### src/rtl/gte_pkg.sv
`timescale 1ns / 1ps
// ----------------------------------------------------------------------------
// gte_pkg: shared constants and types of the graph traversal engine
// Node count, mode codes and the request struct for the adjacency memory.
// ----------------------------------------------------------------------------
package gte_pkg;

    localparam int Nodes = 64;
    localparam int NodeW = 6;
    localparam int PtrW  = 7;

    typedef enum logic [1:0] {
        MODE_BFS  = 2'd0,
        MODE_DFS  = 2'd1,
        MODE_REC  = 2'd2,
        MODE_REC3 = 2'd3
    } t_mode;

    localparam logic FUNC_EDGE  = 1'b0;
    localparam logic FUNC_START = 1'b1;

    // adjacency memory request: one read or one full-row write a cycle
    typedef struct packed {
        logic             wr;
        logic [NodeW-1:0] addr;
        logic [Nodes-1:0] wmask;
    } t_adj_req;

    // lowest set bit of a row (row assumed non-zero)
    function automatic logic [NodeW-1:0] lowest_bit(input logic [Nodes-1:0] v);
        logic [NodeW-1:0] r;
        r = NodeW'(Nodes - 1);
        for (int i = Nodes - 1; i >= 0; i--) begin
            if (v[i]) begin
                r = NodeW'(i);
            end
        end
        return r;
    endfunction

endpackage

### src/rtl/gte_adj_mem.sv
`timescale 1ns / 1ps
// ----------------------------------------------------------------------------
// gte_adj_mem: adjacency row store
// Synchronous memory of rows with a full-row write port; valid bits per row give
// the all-zero reset without a clearing pass. Read data registered.
// ----------------------------------------------------------------------------
module gte_adj_mem (
    input  logic                                i_clk,
    input  logic                                i_rst_n,
    input  gte_pkg::t_adj_req                   i_req,
    input  logic                                i_rd,
    output logic [gte_pkg::Nodes-1:0]           o_rdata
);

    logic [gte_pkg::Nodes-1:0] r_mem [gte_pkg::Nodes];
    logic [gte_pkg::Nodes-1:0] r_vld;
    logic [gte_pkg::Nodes-1:0] r_rdata;
    logic                      r_rvld;

    // row valid bits
    always_ff @(posedge i_clk) begin
        if (!i_rst_n) begin
            r_vld <= '0;
        end else if (i_req.wr) begin
            r_vld[i_req.addr] <= 1'b1;
        end
    end

    // write full new row (caller supplies old | new), registered read
    always_ff @(posedge i_clk) begin
        if (i_req.wr) begin
            r_mem[i_req.addr] <= i_req.wmask;
        end
        if (i_rd) begin
            r_rdata <= r_mem[i_req.addr];
            r_rvld  <= r_vld[i_req.addr];
        end
    end

    assign o_rdata = r_rvld ? r_rdata : '0;

endmodule

### src/rtl/graph_traversal_engine.sv
`timescale 1ns / 1ps
// Graph traversal engine. An edge item is two row read-modify-writes in the
// adjacency memory. A start item checks the start row, then steps through
// pop, pending read, row read and row check for every vertex taken from the
// pending memory, then through the push step for each fresh neighbor before
// leaving it; the recursive order repeats those steps for every backtrack.
// The single read ports of the adjacency memory and the pending memory set
// the pace. Results leave through an output register; the walk stalls while
// it is full.
// ----------------------------------------------------------------------------
// graph_traversal_engine: BFS / DFS / recursive-order walker over an adjacency bit matrix
// Sequencer around the adjacency memory and a pending queue/stack memory.
// ----------------------------------------------------------------------------
module graph_traversal_engine (
    input  logic                          i_clk,
    input  logic                          i_rst_n,
    input  logic                          psel,
    input  logic                          penable,
    input  logic                          pwrite,
    input  logic [1:0]                    paddr,
    input  logic [31:0]                   pwdata,
    output logic [31:0]                   prdata,
    output logic                          pready,
    input  logic                          i_valid,
    output logic                          o_ready,
    input  logic                          i_func,
    input  logic [gte_pkg::NodeW-1:0]     i_node_a,
    input  logic [gte_pkg::NodeW-1:0]     i_node_b,
    output logic                          o_valid,
    input  logic                          i_ready,
    output logic [gte_pkg::NodeW-1:0]     o_visited_node,
    output logic                          o_last,
    output logic                          o_status
);

    typedef enum logic [3:0] {
        S_IDLE, S_E_RDA, S_E_WRA, S_E_RDB, S_E_WRB,
        S_S_RD, S_S_CHK, S_POP, S_POP_W, S_ROW_RD, S_ROW_W, S_PUSH, S_FLUSH
    } t_state;

    localparam int Nodes = gte_pkg::Nodes;
    localparam int NodeW = gte_pkg::NodeW;
    localparam int PtrW  = gte_pkg::PtrW;

    t_state               r_state;
    logic [1:0]           r_mode;
    logic [NodeW-1:0]     r_a, r_b, r_cur;
    logic [Nodes-1:0]     r_vis, r_fresh;
    logic [PtrW-1:0]      r_head, r_tail;
    logic [6:0]           r_cnt;
    logic                 r_pend_v;     // a result held back until next is known
    logic [NodeW-1:0]     r_pend_n;
    logic                 r_ov;
    logic [NodeW-1:0]     r_on;
    logic                 r_ol, r_os;
    logic [NodeW-1:0]     r_pmem [Nodes];
    logic [NodeW-1:0]     r_prd;

    gte_pkg::t_adj_req    adj_req;
    logic                 adj_rd;
    logic [Nodes-1:0]     adj_row, fresh_c;
    logic                 mode_bfs, mode_rec, out_free, out_load;
    logic                 pm_wr, pm_rd;
    logic [NodeW-1:0]     pm_waddr, pm_raddr, pm_wdata;

    gte_adj_mem u_adj (
        .i_clk   (i_clk),
        .i_rst_n (i_rst_n),
        .i_req   (adj_req),
        .i_rd    (adj_rd),
        .o_rdata (adj_row)
    );

    assign mode_bfs = (r_mode == gte_pkg::MODE_BFS);
    assign mode_rec = (r_mode == gte_pkg::MODE_REC) || (r_mode == gte_pkg::MODE_REC3);
    assign out_free = !r_ov || i_ready;
    assign fresh_c  = adj_row & ~r_vis;

    // output register takes a new result this cycle
    assign out_load = out_free && (
        (r_state == S_S_CHK && adj_row == '0)
        || (r_state == S_POP_W && r_pend_v && !mode_rec)
        || (r_state == S_PUSH && mode_rec && r_pend_v && r_fresh != '0
            && !r_tail[PtrW-1])
        || (r_state == S_FLUSH));

    // config port
    assign pready = 1'b1;
    assign prdata = (paddr == 2'd0) ? {30'd0, r_mode} : 32'd0;
    always_ff @(posedge i_clk) begin
        if (!i_rst_n) begin
            r_mode <= gte_pkg::MODE_BFS;
        end else if (psel && penable && pwrite && paddr == 2'd0) begin
            r_mode <= pwdata[1:0];
        end
    end

    assign o_ready        = (r_state == S_IDLE);
    assign o_valid        = r_ov;
    assign o_visited_node = r_on;
    assign o_last         = r_ol;
    assign o_status       = r_os;

    // memory request decode
    always_comb begin
        adj_req = '0;
        adj_rd  = 1'b0;
        pm_wr   = 1'b0;
        pm_rd   = 1'b0;
        pm_waddr = r_tail[NodeW-1:0];
        pm_wdata = gte_pkg::lowest_bit(r_fresh);
        pm_raddr = mode_bfs ? r_head[NodeW-1:0] : NodeW'(r_tail - 1'b1);
        unique case (r_state)
            S_IDLE: begin
                adj_req.addr = i_node_a;
                adj_rd = i_valid;
            end
            S_E_WRA: begin
                adj_req.wr = 1'b1;
                adj_req.addr = r_a;
                adj_req.wmask = adj_row | (Nodes'(1) << r_b);
            end
            S_E_RDB: begin
                adj_req.addr = r_b;
                adj_rd = 1'b1;
            end
            S_E_WRB: begin
                adj_req.wr = 1'b1;
                adj_req.addr = r_b;
                adj_req.wmask = adj_row | (Nodes'(1) << r_a);
            end
            S_S_CHK: begin
                pm_wr = 1'b1;
                pm_waddr = '0;
                pm_wdata = r_a;
            end
            S_POP: pm_rd = 1'b1;
            S_ROW_RD: begin
                adj_req.addr = r_cur;
                adj_rd = 1'b1;
            end
            S_PUSH: pm_wr = (r_fresh != '0) && !r_tail[PtrW-1];
            default: ;
        endcase
    end

    // pending memory
    always_ff @(posedge i_clk) begin
        if (pm_wr) begin
            r_pmem[pm_waddr] <= pm_wdata;
        end
        if (pm_rd) begin
            r_prd <= r_pmem[pm_raddr];
        end
    end

    // output valid
    always_ff @(posedge i_clk) begin
        if (!i_rst_n) begin
            r_ov <= 1'b0;
        end else if (out_load) begin
            r_ov <= 1'b1;
        end else if (i_ready) begin
            r_ov <= 1'b0;
        end
    end

    // sequencer
    always_ff @(posedge i_clk) begin
        if (!i_rst_n) begin
            r_state  <= S_IDLE;
            r_pend_v <= 1'b0;
            r_head   <= '0;
            r_tail   <= '0;
            r_cnt    <= '0;
        end else begin
            unique case (r_state)
                S_IDLE: begin
                    if (i_valid) begin
                        r_a <= i_node_a;
                        r_b <= i_node_b;
                        r_state <= (i_func == gte_pkg::FUNC_EDGE) ? S_E_RDA : S_S_CHK;
                    end
                end
                S_E_RDA: r_state <= S_E_WRA;   // row a arrives
                S_E_WRA: r_state <= S_E_RDB;
                S_E_RDB: r_state <= S_E_WRB;
                S_E_WRB: r_state <= S_IDLE;
                S_S_CHK: begin
                    if (adj_row == '0) begin
                        if (out_free) begin
                            r_on <= r_a;
                            r_ol <= 1'b1;
                            r_os <= 1'b1;
                            r_state <= S_IDLE;
                        end
                    end else begin
                        r_vis  <= Nodes'(1) << r_a;
                        r_head <= '0;
                        r_tail <= PtrW'(1);
                        r_pend_v <= mode_rec;
                        r_pend_n <= r_a;
                        r_cnt  <= mode_rec ? 7'd1 : 7'd0;
                        r_state <= S_POP;
                    end
                end
                S_POP: begin
                    // pending empty or result budget spent: finish
                    if ((mode_bfs ? (r_head == r_tail) : (r_tail == '0))
                            || r_cnt == 7'd64) begin
                        r_state <= S_FLUSH;
                    end else begin
                        r_state <= S_POP_W;
                    end
                end
                S_POP_W: begin
                    // recursive order only peeks at the top here
                    if (mode_rec || !r_pend_v || out_free) begin
                        r_cur <= r_prd;
                        if (r_pend_v && !mode_rec) begin
                            r_on <= r_pend_n;
                            r_ol <= 1'b0;
                            r_os <= 1'b0;
                        end
                        if (mode_rec) begin
                            r_pend_v <= r_pend_v;
                        end else begin
                            r_pend_v <= 1'b1;
                            r_pend_n <= r_prd;
                            r_cnt <= r_cnt + 7'd1;
                            if (mode_bfs) begin
                                r_head <= r_head + 1'b1;
                            end else begin
                                r_tail <= r_tail - 1'b1;
                            end
                        end
                        r_state <= S_ROW_RD;
                    end
                end
                S_ROW_RD: r_state <= S_ROW_W;
                S_ROW_W: begin
                    if (mode_rec) begin
                        if (fresh_c == '0 || r_tail[PtrW-1]) begin
                            r_tail <= r_tail - 1'b1;
                            r_state <= S_POP;
                        end else begin
                            r_fresh <= Nodes'(1) << gte_pkg::lowest_bit(fresh_c);
                            r_state <= S_PUSH;
                        end
                    end else begin
                        r_fresh <= fresh_c;
                        r_state <= S_PUSH;
                    end
                end
                S_PUSH: begin
                    // one fresh neighbor per cycle, lowest first; REC waits on output
                    if (r_fresh != '0 && !r_tail[PtrW-1]) begin
                        if (mode_rec) begin
                            if (out_free || !r_pend_v) begin
                                r_vis[gte_pkg::lowest_bit(r_fresh)] <= 1'b1;
                                r_tail <= r_tail + 1'b1;
                                r_fresh <= '0;
                                if (r_pend_v) begin
                                    r_on <= r_pend_n;
                                    r_ol <= 1'b0;
                                    r_os <= 1'b0;
                                end
                                r_pend_v <= 1'b1;
                                r_pend_n <= gte_pkg::lowest_bit(r_fresh);
                                r_cnt <= r_cnt + 7'd1;
                                r_state <= S_POP;
                            end
                        end else begin
                            r_vis[gte_pkg::lowest_bit(r_fresh)] <= 1'b1;
                            r_tail <= r_tail + 1'b1;
                            r_fresh <= r_fresh & (r_fresh - 1'b1);
                        end
                    end else begin
                        r_state <= S_POP;
                    end
                end
                S_FLUSH: begin
                    if (out_free) begin
                        r_on <= r_pend_n;
                        r_ol <= 1'b1;
                        r_os <= 1'b0;
                        r_pend_v <= 1'b0;
                        r_state <= S_IDLE;
                    end
                end
                default: r_state <= S_IDLE;
            endcase
        end
    end

endmodule
### config.mk
export PLATFORM = sky130hd
export DESIGN_NAME = graph_traversal_engine
export DESIGN_NICKNAME = d
export VERILOG_FILES = /design/src/rtl/gte_pkg.sv /design/src/rtl/gte_adj_mem.sv /design/src/rtl/graph_traversal_engine.sv
export SDC_FILE = /design/constraint.sdc
export NUM_CORES = 2
export LEC_CHECK = 0
export BUFFER_PORTS_ARGS = -buffer_cell sky130_fd_sc_hd__buf_2
export CORE_ASPECT_RATIO = 0.8
export CORE_MARGIN = 5
export CORE_UTILIZATION = 40
export CTS_BUF_LIST = sky130_fd_sc_hd__clkbuf_16
export DETAILED_ROUTE_END_ITERATION = 10
export PLACE_DENSITY = 0.55
export SETUP_SLACK_MARGIN = 0.4
export SLEW_MARGIN = 20
export SYNTH_ARGS = -nofsm -noshare
export SYNTH_HDL_FRONTEND = slang
export SYNTH_MEMORY_MAX_BITS = 65536
export SYNTH_SLANG_ARGS = --single-unit
### constraint.sdc
create_clock -name i_clk -period 17.1 [get_ports i_clk]
set_input_delay 2.565 -clock i_clk [delete_from_list [all_inputs] [get_ports i_clk]]
set_output_delay 2.565 -clock i_clk [all_outputs]
set_load 0.02 [all_outputs]
; ---- After elaboration in Yosys (flattened, before gate mapping)
; Memories as Yosys holds them, arrays and structs flattened. A register that Yosys moved wholly into a read port is not among the register bits.
; Cells that the tools add are included.
[classes]
magnitude_cmp = 6
shift = 3
eq_ne = 35
n_reduce_logical = 59
n_addsub = 5
n_mux = 245
bitwise_logic = 8
[ops]
columns = op, count
row1 = 6-bit two-way mux, 152
row2 = 64-bit two-way mux, 10
row3 = 64-bit one-hot mux with 2 select lines, 3
row4 = 64-bit bitwise OR, 5
row5 = 1-bit by 6-bit << shifter with 64-bit output (first input constant), 3
row6 = 7-bit two-way mux, 19
row7 = 64-bit AND, 2
row8 = 64-bit zero test, 2
row9 = 64-bit inverter, 1
row10 = 64-bit nonzero test, 1
row11 = 64-bit by 1-bit subtractor with 64-bit output (second input constant), 1
row12 = 6-bit one-hot mux with 4 select lines, 2
row13 = 4-bit one-hot mux with 11 select lines, 1
row14 = 4-bit two-way mux, 9
row15 = 1-bit two-way mux, 33
row16 = 7-bit one-hot mux with 4 select lines, 1
row17 = 2-bit != test (second input constant), 11
row18 = 7-bit by 1-bit adder with 7-bit output (second input constant), 3
row19 = 6-bit by 7-bit less-than comparator with 1-bit output (second input constant), 3
row20 = 7-bit one-hot mux with 3 select lines, 1
row21 = 4-bit == test (second input constant), 5
row22 = 1-bit demux with 6-bit select, 3
row23 = 6-bit by 1-bit greater-or-equal comparator with 1-bit output (second input constant), 3
row24 = 6-bit one-hot mux with 3 select lines, 1
row25 = other kinds (33), 86
[totals]
memories = 2
output_inout_bits = 43
ff_bits = 254
word_cells = 381
ram_bits = 4480
[memory_table]
columns = memory, depth, width, rd, rd_ports_with_merged_regs, write_ports, line
row1 = u_adj.r_mem, 64, 64, 1, 1, 1, gte_adj_mem.sv:15  ; logic [gte_pkg::Nodes-1:0] r_mem [gte_pkg::Nodes];
row2 = r_pmem, 64, 6, 1, 1, 1, graph_traversal_engine.sv:56  ; logic [NodeW-1:0] r_pmem [Nodes];

; ---- Depth between registers and ports, before layout
[logic_depth]
depth_word = 77
mapped_depth = 15
ltp_nobuf = 11

; ---- By module
; From an unflattened synthesis, not the netlist that was laid out.
[unflattened]
cells_unflattened = 11601
hier_area_um2 = 189902.1
[by_module_without_submodules]
columns = module, instances, seq_area_each_um2, cells_per_inst, area_per_inst_um2
row1 = gte_adj_mem, 1, 126231.1, 8695, 159467.9
row2 = graph_traversal_engine, 1, 17096.4, 2906, 30434.2

; ---- Least setup slack after synthesis
; No wires, ideal clock.
[synth_timing]
kind = in2reg
from = input i_ready
to = register r_fresh[0] (enable)
arrival_ns = 9.122
path_buffers = 0
slack_ns = 7.334
required_ns = 16.456
cell_stages = 5
cell_sequence = nor2b_1 > and2_1 > a21oi_1 > o21ai_0 > nor4_1
[synth_between]
elab_chain_cells = 4
[synth_rtl]
columns = element, line
row1 = "start, declared", graph_traversal_engine.sv:30  ; input logic i_ready,
row2 = 1-bit logical OR, graph_traversal_engine.sv:76  ; assign out_free = !r_ov || i_ready;
row3 = 1-bit logical OR, graph_traversal_engine.sv:259  ; if (out_free || !r_pend_v) begin
row4 = 3-bit by 2-bit != test with 1-bit output (no line), -
row5 = 5-bit AND reduction (no line), -
row6 = "end signal, assigned", graph_traversal_engine.sv:247  ; r_fresh <= Nodes'(1) << gte_pkg::lowest_bit(fresh_c);
row7 = "end signal, assigned", graph_traversal_engine.sv:251  ; r_fresh <= fresh_c;
row8 = "end signal, assigned", graph_traversal_engine.sv:276  ; r_fresh <= r_fresh & (r_fresh - 1'b1);
row9 = "end, declared", graph_traversal_engine.sv:48  ; logic [Nodes-1:0] r_vis, r_fresh;
; No other way between the ends.
; A chain may end at the register's enable or synchronous reset.

; ---- Worst setup path in the final report
[layout_timing]
from = input i_node_a[1] (netlist name)
to = memory u_adj.r_mem[18][1] (netlist name) (enable)
[layout_between]
elab_chain_cells = 1
[layout_rtl]
columns = element, line
row1 = "start, declared", graph_traversal_engine.sv:27  ; input logic [gte_pkg::NodeW-1:0] i_node_a,
row2 = 6-bit one-hot mux with 4 select lines, graph_traversal_engine.sv:113  ; unique case (r_state)
row3 = "end, declared", gte_adj_mem.sv:15
; No other way between the ends.

==> metrics.cfg <==
[status]
outcome = finished, violations left
violations = DRC

[critical_path]
crit_path_start = i_node_a[1]
path_class = in -> reg
path_common_cell = buf_4
crit_family = simple AND/OR/NAND/NOR gates
worstPathArrival_ns = 8.87
cp_cell_sequence = buf_2, or3b_2, a21oi_1, a221oi_4, buf_4, nor3_4, buf_4, nand2_1, nor2_4, buf_4, buf_4
required_ns = 17.74
slowest_stage = nor2_4
crit_buf_inv = 5
cp_slowest_stage_delay_ns = 1.01
crit_fanout = 27
reg2reg_from = r_state[3]$_SDFFE_PN0P_
worst_setup_path_end_kind = flip-flop
cp-start-kind = input port

[hold_path]
worstHoldStart = r_prd[4]$_DFFE_PN_
hp-class = reg -> reg

[finish]
area_growth_pct = 12.9
nNetsFinal = 11217
design_area_mm2 = 0.205
drive_gt1_share_pct = 10.9
fin_util_pct = 45.3

[synthesis]
synth-edff-count = 4711
syn_area_per_cell_um2 = 16.5
async_reset_ff_share_pct = 0
yosysSeqAreaShare_pct = 78.9
ys_warn_count = 0
netlist_instances = 11014
ys_types = 90
syn_area_mm2 = 0.182
synth-seq-cells = 4804
synth_flop_cell = edfxtp_1

[cts]
cts_tree = yes
post_cts_buffers = 0
clk_pin_slew_worst_paths_ns = 0.06
cts_root_buf = clkbuf_16
clk_latency_ns = 1.04
cts.sinks = 4804
cts.repair.resized = 0
numCtsBuffers = 448
cts_buffer_depth = 4
ctsHoldBuffers = 0
cts_max_level = 5

[place]
io_buffers = 35
hpwl_um = 351000
gp_congestion = 0.932
placed_cell_area_mm2 = 0.191

[sta]
hold_viol = 0
fin_tns_setup_ns = 0
skew_ns = 0.0517
final-max-slew-violation-count = 0
finalCritPeriodShare_pct = 48.1
rsz0062_at_grt = no
worstMarginPinSlew_ns = 1.35
hold_ws_ns = 0.430
setup_viol = 0
fin_crit_ns = 8.22
fmax_ghz = 0.122
maxSlewHeadroom_pct = 9.28

[flow_run]
max_cap_viol_count = 0

[drt]
drcViolationCount = 3
avgViaCountPerCell = 6.56
drtIter0Drc = 20342
drt_wl_total_um = 654000
vias = 115353
dr.pass1.iters = 11
wire_per_inst_um = 37.2
postRouteAntennaNets = 0

[die]
die_w_um = 764
die_y_um = 613
rows = 221
io_pins = 97
start_util_pct = 40.1
die-area_mm2 = 0.468
core_area_mm2 = 0.453

[pwr]
powerDensity_mw_per_mm2 = 139
ir_drop_mv = 0.0963
cellLeakagePower_nw = 63.6

[global_routing]
antenna_found_initial = 44
grt.total_usage_pct = 27.0
gr-total-overflow = 0
grt_max_degree = 132
grt_pass1_vias = 108627
grt_pass1_wl_um = 887000

[through the flow]
step / power [mW] / instances / setup slack [ns]
3_3_place_gp: 18.8 / 16725 / 8.20
3_5_place_dp: 18.8 / 16727 / 8.15
5_1_grt: 29.1 / 17543 / 8.94
2_1_floorplan: 16.4 / 11043 / 7.33
4_1_cts: 28.3 / 17541 / 9.20
6_report: 28.4 / 17571 / 8.88
[Yosys cell counts, types with 12 or more instances]
cell | number | area, um^2
nor2b_1 | 79 | 494
buf_1 | 122 | 458
o21ai_0 | 227 | 1140
buf_4 | 42 | 315
nand3_1 | 196 | 981
nand2_1 | 785 | 2950
nor3_1 | 68 | 340
a21boi_0 | 25 | 188
a22oi_1 | 1521 | 11400
edfxtp_1 | 4711 | 141000
nor4_1 | 103 | 644
buf_2 | 259 | 1300
o41ai_1 | 18 | 158
nand4_1 | 141 | 882
a311oi_1 | 74 | 648
or3_1 | 18 | 113
a41oi_1 | 79 | 692
and2_1 | 12 | 75.1
a31oi_1 | 328 | 2050
a32oi_1 | 25 | 219
a21oi_1 | 209 | 1050
mux2i_1 | 13 | 130
o211ai_1 | 20 | 150
o221ai_1 | 41 | 359
dfxtp_1 | 93 | 1860
o31a_1 | 15 | 131
and3_1 | 78 | 488
nor2_1 | 383 | 1440
a211oi_1 | 30 | 225
a221oi_1 | 293 | 2570
inv_1 | 32 | 120
o22ai_1 | 97 | 607
a22o_1 | 284 | 2490
clkbuf_1 | 334 | 1250
xor2_1 | 18 | 158
o21a_1 | 14 | 105
nand2b_1 | 33 | 206
[power breakdown]
part	switching (mW)	internal [mW]	leakage [nW]
sequential	0.363	13.4	44.3
clock	4.40	5.26	7.20
combinational	3.72	1.26	12.1
total	8.49	19.9	63.6
[cell type report]
| class | count | area (um^2) |
|---|---|---|
| clock buffers | 455 | 11400 |
| flip-flops and latches | 4804 | 143000 |
| repair buffers | 428 | 3440 |
| multi-input cells | 5441 | 36700 |
| inverters | 34 | 128 |
| clock inverters | 359 | 2550 |
| diodes | 29 | 72.6 |
| fillers | 38796 | 248000 |
| well taps | 6021 | 7530 |
[final timing paths]
kind                                  end  slack, ns  depth (start not counted)
min reg2reg            r_cur[4]$_DFFE_PP_       0.43                          0
max          u_adj.r_mem[18][1]$_DFFE_PP_       8.88                         11
max reg2reg  u_adj.r_mem[18][1]$_DFFE_PP_       9.76                         11
min                    r_cur[4]$_DFFE_PP_       0.43                          0
[cells by family after synthesis]
group           Yosys count  share of synthesized area [%]
other cells               2                        0.00413
flops                  4804                           78.9
simple gates           1956                           5.04
compound gates         3400                           13.8
mux                      24                          0.140
fa+ha+maj                 6                         0.0413
buf+inv                 798                           1.94
xor+xnor                 24                          0.116
[worst reg2reg max path, delay by kind of cell, from the launching register on]
kind	cells	cell delay [ns]
compound gates	2	0.45
simple gates	4	2.83
buf+inv	5	2.51
flops	1	0.96
[routing by layer]
layer  wire length (um)  global-route usage [%]
met1             264000                    39.9
met2             281000                    39.3
met3              87800                    6.80
met4              21300                    8.08
met5                  0                       0
[flip-flops by register name, indices dropped and copies added, names as in the netlist]
register / count
r_tail: 7
r_pend_n: 6
r_prd: 6
u_adj.r_mem: 4096
r_head: 7
o_status: 1
r_vis: 64
o_last: 1
o_valid: 1
r_pmem: 384
r_b: 6
r_cnt: 7
r_state: 4
u_adj.r_rvld: 1
o_visited_node: 6
r_a: 6
r_fresh: 64
r_pend_v: 1
r_cur: 6
u_adj.r_vld: 64
u_adj.r_rdata: 64
r_mode: 2
[cell usage in the layout (no fill, tap or decap), types with 192 or more instances in the layout]
cell type  netlist  routed
a221oi_1       293     293
o21ai_0        227     221
a31oi_1        328     328
buf_4           42     366
a21oi_1        209     208
nand3_1        196     192
edfxtp_1      4711    4711
nand2_1        785     778
clkbuf_16        0     455
nor2_1         383     311
a22oi_1       1521    1521
a22o_1         284     284
Note: power is estimated with default switching activity, not from simulation.
